## src/sv/wso_pkg.sv

```systemverilog
// ----------------------------------------------------------------------------
// wso_pkg
// Shared types, constants and state encoding for the weighted slope one engine.
// ----------------------------------------------------------------------------
package wso_pkg;

	localparam int NUM_ITEMS = 256;
	localparam int MAX_ROW = 64;
	localparam int ITEM_W = $clog2(NUM_ITEMS);
	localparam int CELL_W = 2 * ITEM_W;
	localparam int CELLS = NUM_ITEMS * NUM_ITEMS;
	localparam int ROW_W = $clog2(MAX_ROW);
	localparam int FILL_W = ROW_W + 1;
	localparam int RAT_W = 11;
	localparam int DEV_W = 32;
	localparam int CNT_W = 16;
	localparam int PSUM_W = 48;
	localparam int CSUM_W = 24;
	localparam int ADDR_W = 4;

	localparam logic ACT_TRAIN = 1'b0;
	localparam logic ACT_QUERY = 1'b1;

	localparam logic [1:0] ST_PRED = 2'd0;
	localparam logic [1:0] ST_MEAN = 2'd1;
	localparam logic [1:0] ST_DONE = 2'd2;
	localparam logic [1:0] ST_TRUNC = 2'd3;

	localparam logic [ADDR_W-1:0] REG_MEAN = 4'h0;
	localparam logic [ADDR_W-1:0] REG_FLOOR = 4'h4;
	localparam logic [ADDR_W-1:0] REG_CEIL = 4'h8;

	typedef enum logic [3:0] {
		S_CLEAR,
		S_IDLE,
		S_TR_RD,
		S_TR_WAIT,
		S_TR_WR,
		S_TR_PUSH,
		S_Q_RD,
		S_Q_WAIT,
		S_Q_MUL,
		S_Q_ACC,
		S_DIV_GO,
		S_DIV,
		S_OUT
	} state_t;

	typedef struct packed {
		logic clr_step;     // write zero at clear address, advance
		logic latch_in;     // capture input word
		logic tr_write;     // write both updated cells, advance k
		logic tr_push;      // append entry to row buffer
		logic tr_end;       // clear row state at run end
		logic q_read;       // address the target cell
		logic q_mul;        // register deviation sum plus rating times count
		logic q_acc;        // accumulate
		logic div_start;
		logic q_end;        // clear query sums
		logic out_load;     // load output register
		logic out_train;    // output is training status
	} cmd_t;

	typedef struct packed {
		logic clr_done;
		logic act;          // latched action
		logic last;
		logic valid_item;   // item in range; for a query also target in range and not the item
		logic row_full;
		logic k_done;       // all buffered entries paired
		logic div_busy;
	} sts_t;

endpackage

```

## src/sv/wso_ctrl.sv

```systemverilog
// ----------------------------------------------------------------------------
// wso_ctrl
// Sequencer for clearing, training pair updates, queries and output handoff.
// ----------------------------------------------------------------------------
module wso_ctrl import wso_pkg::*; (
	input  logic clk,
	input  logic arst_n,
	input  logic in_valid,
	output logic in_ready,
	output logic out_valid,
	input  logic out_ready,
	input  sts_t sts,
	output cmd_t cmd
);

	state_t state_q, state_d;
	logic   ov_q;

	always_comb begin
		state_d = state_q;
		case (state_q)
			S_CLEAR: if (sts.clr_done) state_d = S_IDLE;
			S_IDLE: if (in_valid) state_d = S_TR_RD;
			S_TR_RD: begin
				if (sts.act) begin
					state_d = S_Q_RD;
				end else if (!sts.valid_item || sts.row_full || sts.k_done) begin
					state_d = S_TR_PUSH;
				end else begin
					state_d = S_TR_WAIT;
				end
			end
			S_TR_WAIT: state_d = S_TR_WR;
			S_TR_WR: state_d = S_TR_RD;
			S_TR_PUSH: state_d = sts.last ? S_OUT : S_IDLE;
			S_Q_RD: state_d = S_Q_WAIT;
			S_Q_WAIT: state_d = S_Q_MUL;
			S_Q_MUL: state_d = S_Q_ACC;
			S_Q_ACC: state_d = sts.last ? S_DIV_GO : S_IDLE;
			S_DIV_GO: state_d = S_DIV;
			S_DIV: if (!sts.div_busy) state_d = S_OUT;
			S_OUT: if (!ov_q || out_ready) state_d = S_IDLE;
			default: state_d = S_IDLE;
		endcase
	end

	// S_TR_RD fetches row entry k (registered); S_TR_WAIT reads the pair cells
	// using the fetched entry. The target cell address is held from S_Q_RD
	// through S_Q_MUL so that the count is still valid for accumulation.
	always_comb begin
		cmd = '0;
		in_ready = 1'b0;
		case (state_q)
			S_CLEAR: cmd.clr_step = 1'b1;
			S_IDLE: begin
				in_ready = 1'b1;
				cmd.latch_in = in_valid;
			end
			S_TR_WR: cmd.tr_write = 1'b1;
			S_TR_PUSH: begin
				cmd.tr_push = sts.valid_item;
			end
			S_Q_MUL: cmd.q_mul = 1'b1;
			S_Q_ACC: begin
				cmd.q_acc = sts.valid_item;
			end
			S_DIV_GO: cmd.div_start = 1'b1;
			S_OUT: begin
				cmd.out_load = !ov_q || out_ready;
				cmd.out_train = !sts.act;
				cmd.tr_end = cmd.out_load && !sts.act;
				cmd.q_end = cmd.out_load && sts.act;
			end
			default: cmd = '0;
		endcase
		cmd.q_read = (state_q == S_Q_RD) || (state_q == S_Q_WAIT) || (state_q == S_Q_MUL);
	end

	always_ff @(posedge clk or negedge arst_n) begin
		if (!arst_n) begin
			state_q <= S_CLEAR;
			ov_q <= 1'b0;
		end else begin
			state_q <= state_d;
			if (cmd.out_load) begin
				ov_q <= 1'b1;
			end else if (out_ready) begin
				ov_q <= 1'b0;
			end
		end
	end

	assign out_valid = ov_q;

endmodule

```

## config.mk

```make
export PLATFORM = sky130hd
export DESIGN_NAME = wso_ctrl
export DESIGN_NICKNAME = d
export VERILOG_FILES = /design/src/sv/wso_pkg.sv /design/src/sv/wso_ctrl.sv
export SDC_FILE = /design/constraint.sdc
export NUM_CORES = 1
export LEC_CHECK = 0
export ABC_AREA = 1
export BUFFER_PORTS_ARGS = -buffer_cell sky130_fd_sc_hd__buf_2
export CORE_AREA = 2 2 39 41
export DETAILED_ROUTE_END_ITERATION = 10
export DIE_AREA = 0 0 41 43
export PLACE_DENSITY_LB_ADDON = 0.2
export SLEW_MARGIN = 0
export SYNTH_ARGS = -nofsm -noshare
export SYNTH_HDL_FRONTEND = slang
export SYNTH_SLANG_ARGS = --single-unit
```

## constraint.sdc

```tcl
create_clock -name clk -period 1.8 [get_ports clk]
set_input_delay 0.36 -clock clk [delete_from_list [all_inputs] [get_ports clk]]
set_output_delay 0.36 -clock clk [all_outputs]
set_load 0.05 [all_outputs]
```

==> results of run 1 <==
-- metal layers --
layer,wire (µm),part of all wire,up-vias
met5,0,0,-
met4,34,0.022,0
met3,60,0.039,5
met2,805,0.52,19
met1,649,0.42,309
li1,-,-,367
-- final timing paths --
kind / start / to / slack, ns / cells after the start
min: out_ready / out_valid / 0.34 / 2
min reg2reg: out_valid / out_valid / 0.57 / 2
max: state_q[0] / cmd[2] / -0.006 / 6
min in group asynchronous: arst_n / state_q[1] / 0.45 / 2
max reg2reg: state_q[0] / state_q[0] / 0.49 / 8
max in group asynchronous: arst_n / state_q[3] / 1.20 / 2
-- placed cells by master (no fill, tap or decap), types with 3 or more instances in the layout --
cell      count
nand2_1      27
buf_2        17
inv_1        13
nor2_1       12
buf_4        10
nand3_1       6
clkbuf_4      5
nor2_4        4
nor2_2        4
nand2_2       4
inv_4         3
o21ai_0       3
buf_6         3
dfrtp_2       3
-- registers in the layout (all words and copies together) (netlist names) --
register   count
out_valid      1
state_q        4
-- through the flow --
| step | cells | setup slack, ns | setup TNS, ns |
|---|---|---|---|
| 6_report | 147 | -0.005639 | -0.005639 |
| 5_1_grt | 147 | -0.07777 | -0.09131 |
| 4_1_cts | 142 | 0.01818 | 0 |
| 3_5_place_dp | 135 | 0.1435 | 0 |
| 3_3_place_gp | 135 | 0.1726 | 0 |
| 2_1_floorplan | 96 | -0.07335 | -0.1813 |
-- area by class of cell --
class | count | area (µm²)
fillers | 141 | 526.8
multi-input cells | 71 | 387.9
repair buffers | 33 | 219.0
flip-flops and latches | 5 | 128.9
inverters | 18 | 75.07
clock buffers | 4 | 26.28
well taps | 16 | 20.02
-- kinds of logic (layout without fill, tap and decap cells) --
| family | after synthesis | after routing | synth area share |
|---|---|---|---|
| simple gates | 63 | 63 | 0.5329 |
| flops | 5 | 5 | 0.2193 |
| compound gates | 8 | 8 | 0.08113 |
| buf+inv | 20 | 55 | 0.1667 |
-- repair_timing --
item                                    4_1_cts  5_1_grt
setup buffers                                 2        5
hold endpoints to repair                      5        0
endpoints found under the setup margin        4        8
pin swaps                                     0        3
hold buffers                                  1        0
gates resized for setup                       7       12
cloned                                        0        0
-- power groups by stage --
stage,Clock (W),Sequential [W],Combinational (W)
finish,0.000132,0.000219,0.00107
global placement,0,0.000229,0.000902
floorplan,0,0.000195,0.000800
detailed placement,0,0.000231,0.000903
CTS,0.000139,0.000225,0.000949
global route,0.000140,0.000224,0.00116
-- critical path, cell delays in order (launching register included) --
cell     delay (ns)
dfrtp_2        0.42
nor2_4         0.14
inv_4          0.05
nor2_4         0.13
inv_4          0.07
nor3_4         0.20
buf_6          0.18
==> flow_metrics.tcl, run 1 <==
set metrics [dict create \
    ys_warn_count 0 \
    die_area_um2 1763 \
    grt_pass1_vias 579 \
    async_flop_share 1.000 \
    met1_usage 0.2255 \
    cts_tree "yes" \
    path_clk_slew_ns 0.04 \
    post_dp_cell_area_um2 721.9 \
    required_ns 1.44 \
    initialDrtViolationCount 13 \
    intPower_w 0.0006027 \
    leakagePower_nw 0.4943 \
    max-cap-violations 0 \
    areaGrowthSynthToFinish_pct 50.22 \
    hold-worst-slack_ns 0.3391 \
    hold_path_class "in2reg" \
    yosys-top-cells-count "nand2_1, inv_1, nor2_1" \
    syn_nets 107 \
    synthCells 96 \
    switchingPower_w 0.0008159 \
    finalWirelength_mm 1.550 \
    grt_max_degree 8 \
    syn_area_um2 570.5 \
    seqPwrFrac 0.154 \
    die_h_um 43 \
    place.gp.congestion 0.8096 \
    finalPower_w 0.001419 \
    finalHoldViolCount 0 \
    ys_ff_latch 5 \
    slew_headroom 0.7714 \
    num_rows 14 \
    diodes 0 \
    slew_violations 0 \
    place_hpwl_mm 1.122 \
    die_w_um 41 \
    post-route-cell-area_um2 857.1 \
    clockPowerShare 0.093 \
    ys.flop_type "dfrtp_1" \
    synth_seq_area_share 0.2193 \
    final_util 0.6193 \
    start_util 0.4123 \
    worst_pin_slew_ns 0.3425 \
    grtUsageTotal 0.1937 \
    synth_cell_types 19 \
    arrival_ns 1.45 \
    viasPerCell 4.762 \
    clock_sinks 5 \
    rsz0062_at_grt "yes" \
    ys_top_cells_by_area "dfrtp_1, nand2_1, inv_1" \
    timing.final.ws_setup_ns -0.005639 \
    met3_usage 0.03141 \
    ir_drop_mv 0.7922 \
    dr.pass1.iters 4 \
    violations "setup timing" \
    gr-usage-met2 0.3188 \
    vias 700 \
    grt_pass1_wl_mm 2.283 \
    drc 0 \
    synthDominantCellAreaShare 0.2193 \
    routedWlPerCell_um 10.54 \
    start_kind "register" \
    outcome "complete, but fails checks" \
    antenna_left 0 \
    path_class "reg2out" \
    cts_max_path_buffers 2 \
    synth.largest_area_cell "dfrtp_1" \
    cp-end-kind "output pin" \
    synth_edf_count 0 \
    htreeDepth 1 \
    overflow 0 \
    syn_area_per_cell_um2 5.943 \
    cts_root_buf "clkbuf_4" \
    drive_above_1_share 0.4656 \
    top_usage_layer "met2" \
    io_pins 25 \
    clock_skew_ns 0.0009157 \
    nets 143 \
    synth_most_common_cell "nand2_1" \
    p_per_area_nw_per_um2 1655 \
    finalCritPeriodShare 1.003 \
    io_buffers 24 \
    core-area_um2 1384 \
    antenna_found_initial 0 \
    setup_viol 1 \
    combPwrFrac 0.753 \
    p_sw_frac 0.5751 \
    fin_crit_ns 1.806 \
    max_freq_ghz 0.5538 \
    clock_latency_ns 0.24 \
    cp_max_fo 5 \
    numCtsBuffers 3 \
]
(Power assumes the default switching activity.)
==> inputs of run 2 (changes only) <==
--- a/config.mk
+++ b/config.mk
@@ -11,7 +11,9 @@
 export DETAILED_ROUTE_END_ITERATION = 10
 export DIE_AREA = 0 0 41 43
 export PLACE_DENSITY_LB_ADDON = 0.2
+export REMOVE_ABC_BUFFERS = 1
 export SLEW_MARGIN = 0
 export SYNTH_ARGS = -nofsm -noshare
 export SYNTH_HDL_FRONTEND = slang
 export SYNTH_SLANG_ARGS = --single-unit
+export TNS_END_PERCENT = 10
==> run 2 against run 1 <==
  * Hold slack better by 0.018 ns
  * Combinational power decreased by 11%
  * First-iteration DRC count is 69% lower
  * Clock skew is 0.0046 ns higher
  * Global-route usage shrank 2.2 points
  * Clock power down 4%
  * Critical path depth fell by 2
  * Sequential share of layout area rose by 1.3 points
  * Via count decreased by 6.4%
  * The flow now finishes without violations
  * Critical endpoint is now cmd[9]
==> flow_metrics.tcl, run 2 (synthesis gave the netlist of run 1 again) <==
set metrics [dict create \
    finalHoldViolCount 0 \
    final_cells 142 \
    die_area_um2 1763 \
    core-area_um2 1384 \
    overflow 0 \
    nets 138 \
    cts_tree "yes" \
    crit_buf_inv 2 \
    grt_pass1_vias 508 \
    htreeDepth 1 \
    diodes 0 \
    setup_viol 0 \
    p_per_area_nw_per_um2 1670 \
    cp-end-kind "output pin" \
    ir_drop_mv 0.8585 \
    fin_crit_ns 1.752 \
    worst_pin_slew_ns 0.3095 \
    max_freq_ghz 0.5709 \
    start_kind "register" \
    grt_max_degree 8 \
    path_class "reg2out" \
    cp_slowest_cell "dfrtp_1" \
    slew_headroom 0.7929 \
    die_w_um 41 \
    numCtsBuffers 3 \
    finalWirelength_mm 1.329 \
    place.gp.congestion 0.7996 \
    grt_pass1_wl_mm 2.042 \
    slew_violations 0 \
    cp_max_fo 6 \
    routedWlPerCell_um 9.359 \
    io_pins 25 \
    start_util 0.4123 \
    multi_input_area_um2 362.8 \
    arrival_ns 1.39 \
    rsz0062_at_grt "yes" \
    post-route-cell-area_um2 783.3 \
    outcome "finished, final reports clean" \
    clock_skew_ns 0.005471 \
    regArea_um2 127.6 \
    cp_top_family "flip-flops" \
    top_usage_layer "met2" \
    final_common_cell "nand2_1" \
    areaGrowthSynthToFinish_pct 37.28 \
    finalPower_w 0.001308 \
    clock_latency_ns 0.24 \
    layout_common_cells "nand2_1, buf_2, inv_1, nor2_1, buf_4" \
    critPathMaxStageDelay_ns 0.43 \
    placed_cells 135 \
    drc 0 \
    drive_above_1_share 0.4127 \
    fill_cells 144 \
    setup_tns_ns 0 \
    cts_root_buf "clkbuf_4" \
    leakagePower_nw 0.4713 \
    largest_register_ffs 4 \
    num_rows 14 \
    crit_chain "inv_1 -> nand2_1 -> nor2_1 -> buf_2" \
    viasPerCell 4.613 \
    post_dp_cell_area_um2 695.7 \
    antenna_found_initial 0 \
    dr.pass1.iters 4 \
    io_buffers 24 \
    met1_usage 0.2343 \
    clock_sinks 5 \
    vias 655 \
    largest-register "state_q" \
    cts_max_path_buffers 2 \
    finalCritPeriodShare 0.9732 \
    gr-usage-met2 0.2531 \
    antenna_left 0 \
    required_ns 1.44 \
    max-cap-violations 0 \
    die_h_um 43 \
    met3_usage 0.03141 \
    grtUsageTotal 0.1721 \
    place_hpwl_mm 1.097 \
    initialDrtViolationCount 4 \
    hold_path_class "in2reg" \
    path_clk_slew_ns 0.04 \
]
-- run 2: changes by cell type in the layout (fill, tap and decap cells not counted), sizes merged --
cell	change
buf	-4
clkbuf	-1
-- run 2: cell type report --
class / count / area share
well taps: 16 / 0.02556
multi-input cells: 71 / 0.4633
inverters: 18 / 0.09265
flip-flops and latches: 5 / 0.1629
repair buffers: 28 / 0.2220
clock buffers: 4 / 0.03355
-- run 2: metrics by stage --
step	worst slack [ns]	utilization	hold WS [ns]
detailed placement	0.1468	0.5027	0.1757
floorplan	-0.4568	-	0.06441
finish	0.04828	0.5660	0.3569
global route	-0.01477	0.5660	0.3886
global placement	0.1769	0.5027	0.1768
CTS	0.001474	0.5443	0.3619
-- run 2: worst reg2reg max path, delay by kind of cell (launching register included) --
| kind | cells | cell delay [ns] |
|---|---|---|
| and+or+nand+nor | 5 | 0.44 |
| DFF | 1 | 0.43 |
| AOI/OAI and AO/OA | 1 | 0.19 |
| buffers and inverters | 1 | 0.13 |
-- run 2: repair_timing --
| action | CTS | global route |
|---|---|---|
| setup endpoints to repair | 5 | 9 |
| hold buffers | 1 | 0 |
| setup buffers | 2 | 0 |
| hold endpoints to repair | 5 | 0 |
| resized for setup | 3 | 15 |
-- run 2: power by group --
part           switching [W]  leakage [nW]  internal (W)
registers          0.0000637        0.0632      0.000159
clock network      0.0000437        0.0150     0.0000837
logic               0.000668         0.393      0.000290
total               0.000775         0.471      0.000532
-- run 2: layer usage --
| metal | up-vias | share of wire |
|---|---|---|
| li1 | 354 | - |
| met1 | 280 | 0.47 |
| met2 | 19 | 0.47 |
| met3 | 2 | 0.049 |
| met4 | 0 | 0.011 |
| met5 | - | 0 |
-- run 2: worst paths after layout --
check | start | end | slack [ns] | depth (start not counted)
setup / recovery | state_q[3] | cmd[9] | 0.05 | 4
hold / removal | out_ready | out_valid | 0.36 | 2
setup reg to reg | state_q[3] | state_q[2] | 0.52 | 7
hold reg to reg | out_valid | out_valid | 0.57 | 2
max in group asynchronous | arst_n | state_q[2] | 1.20 | 2
min in group asynchronous | arst_n | state_q[3] | 0.45 | 2
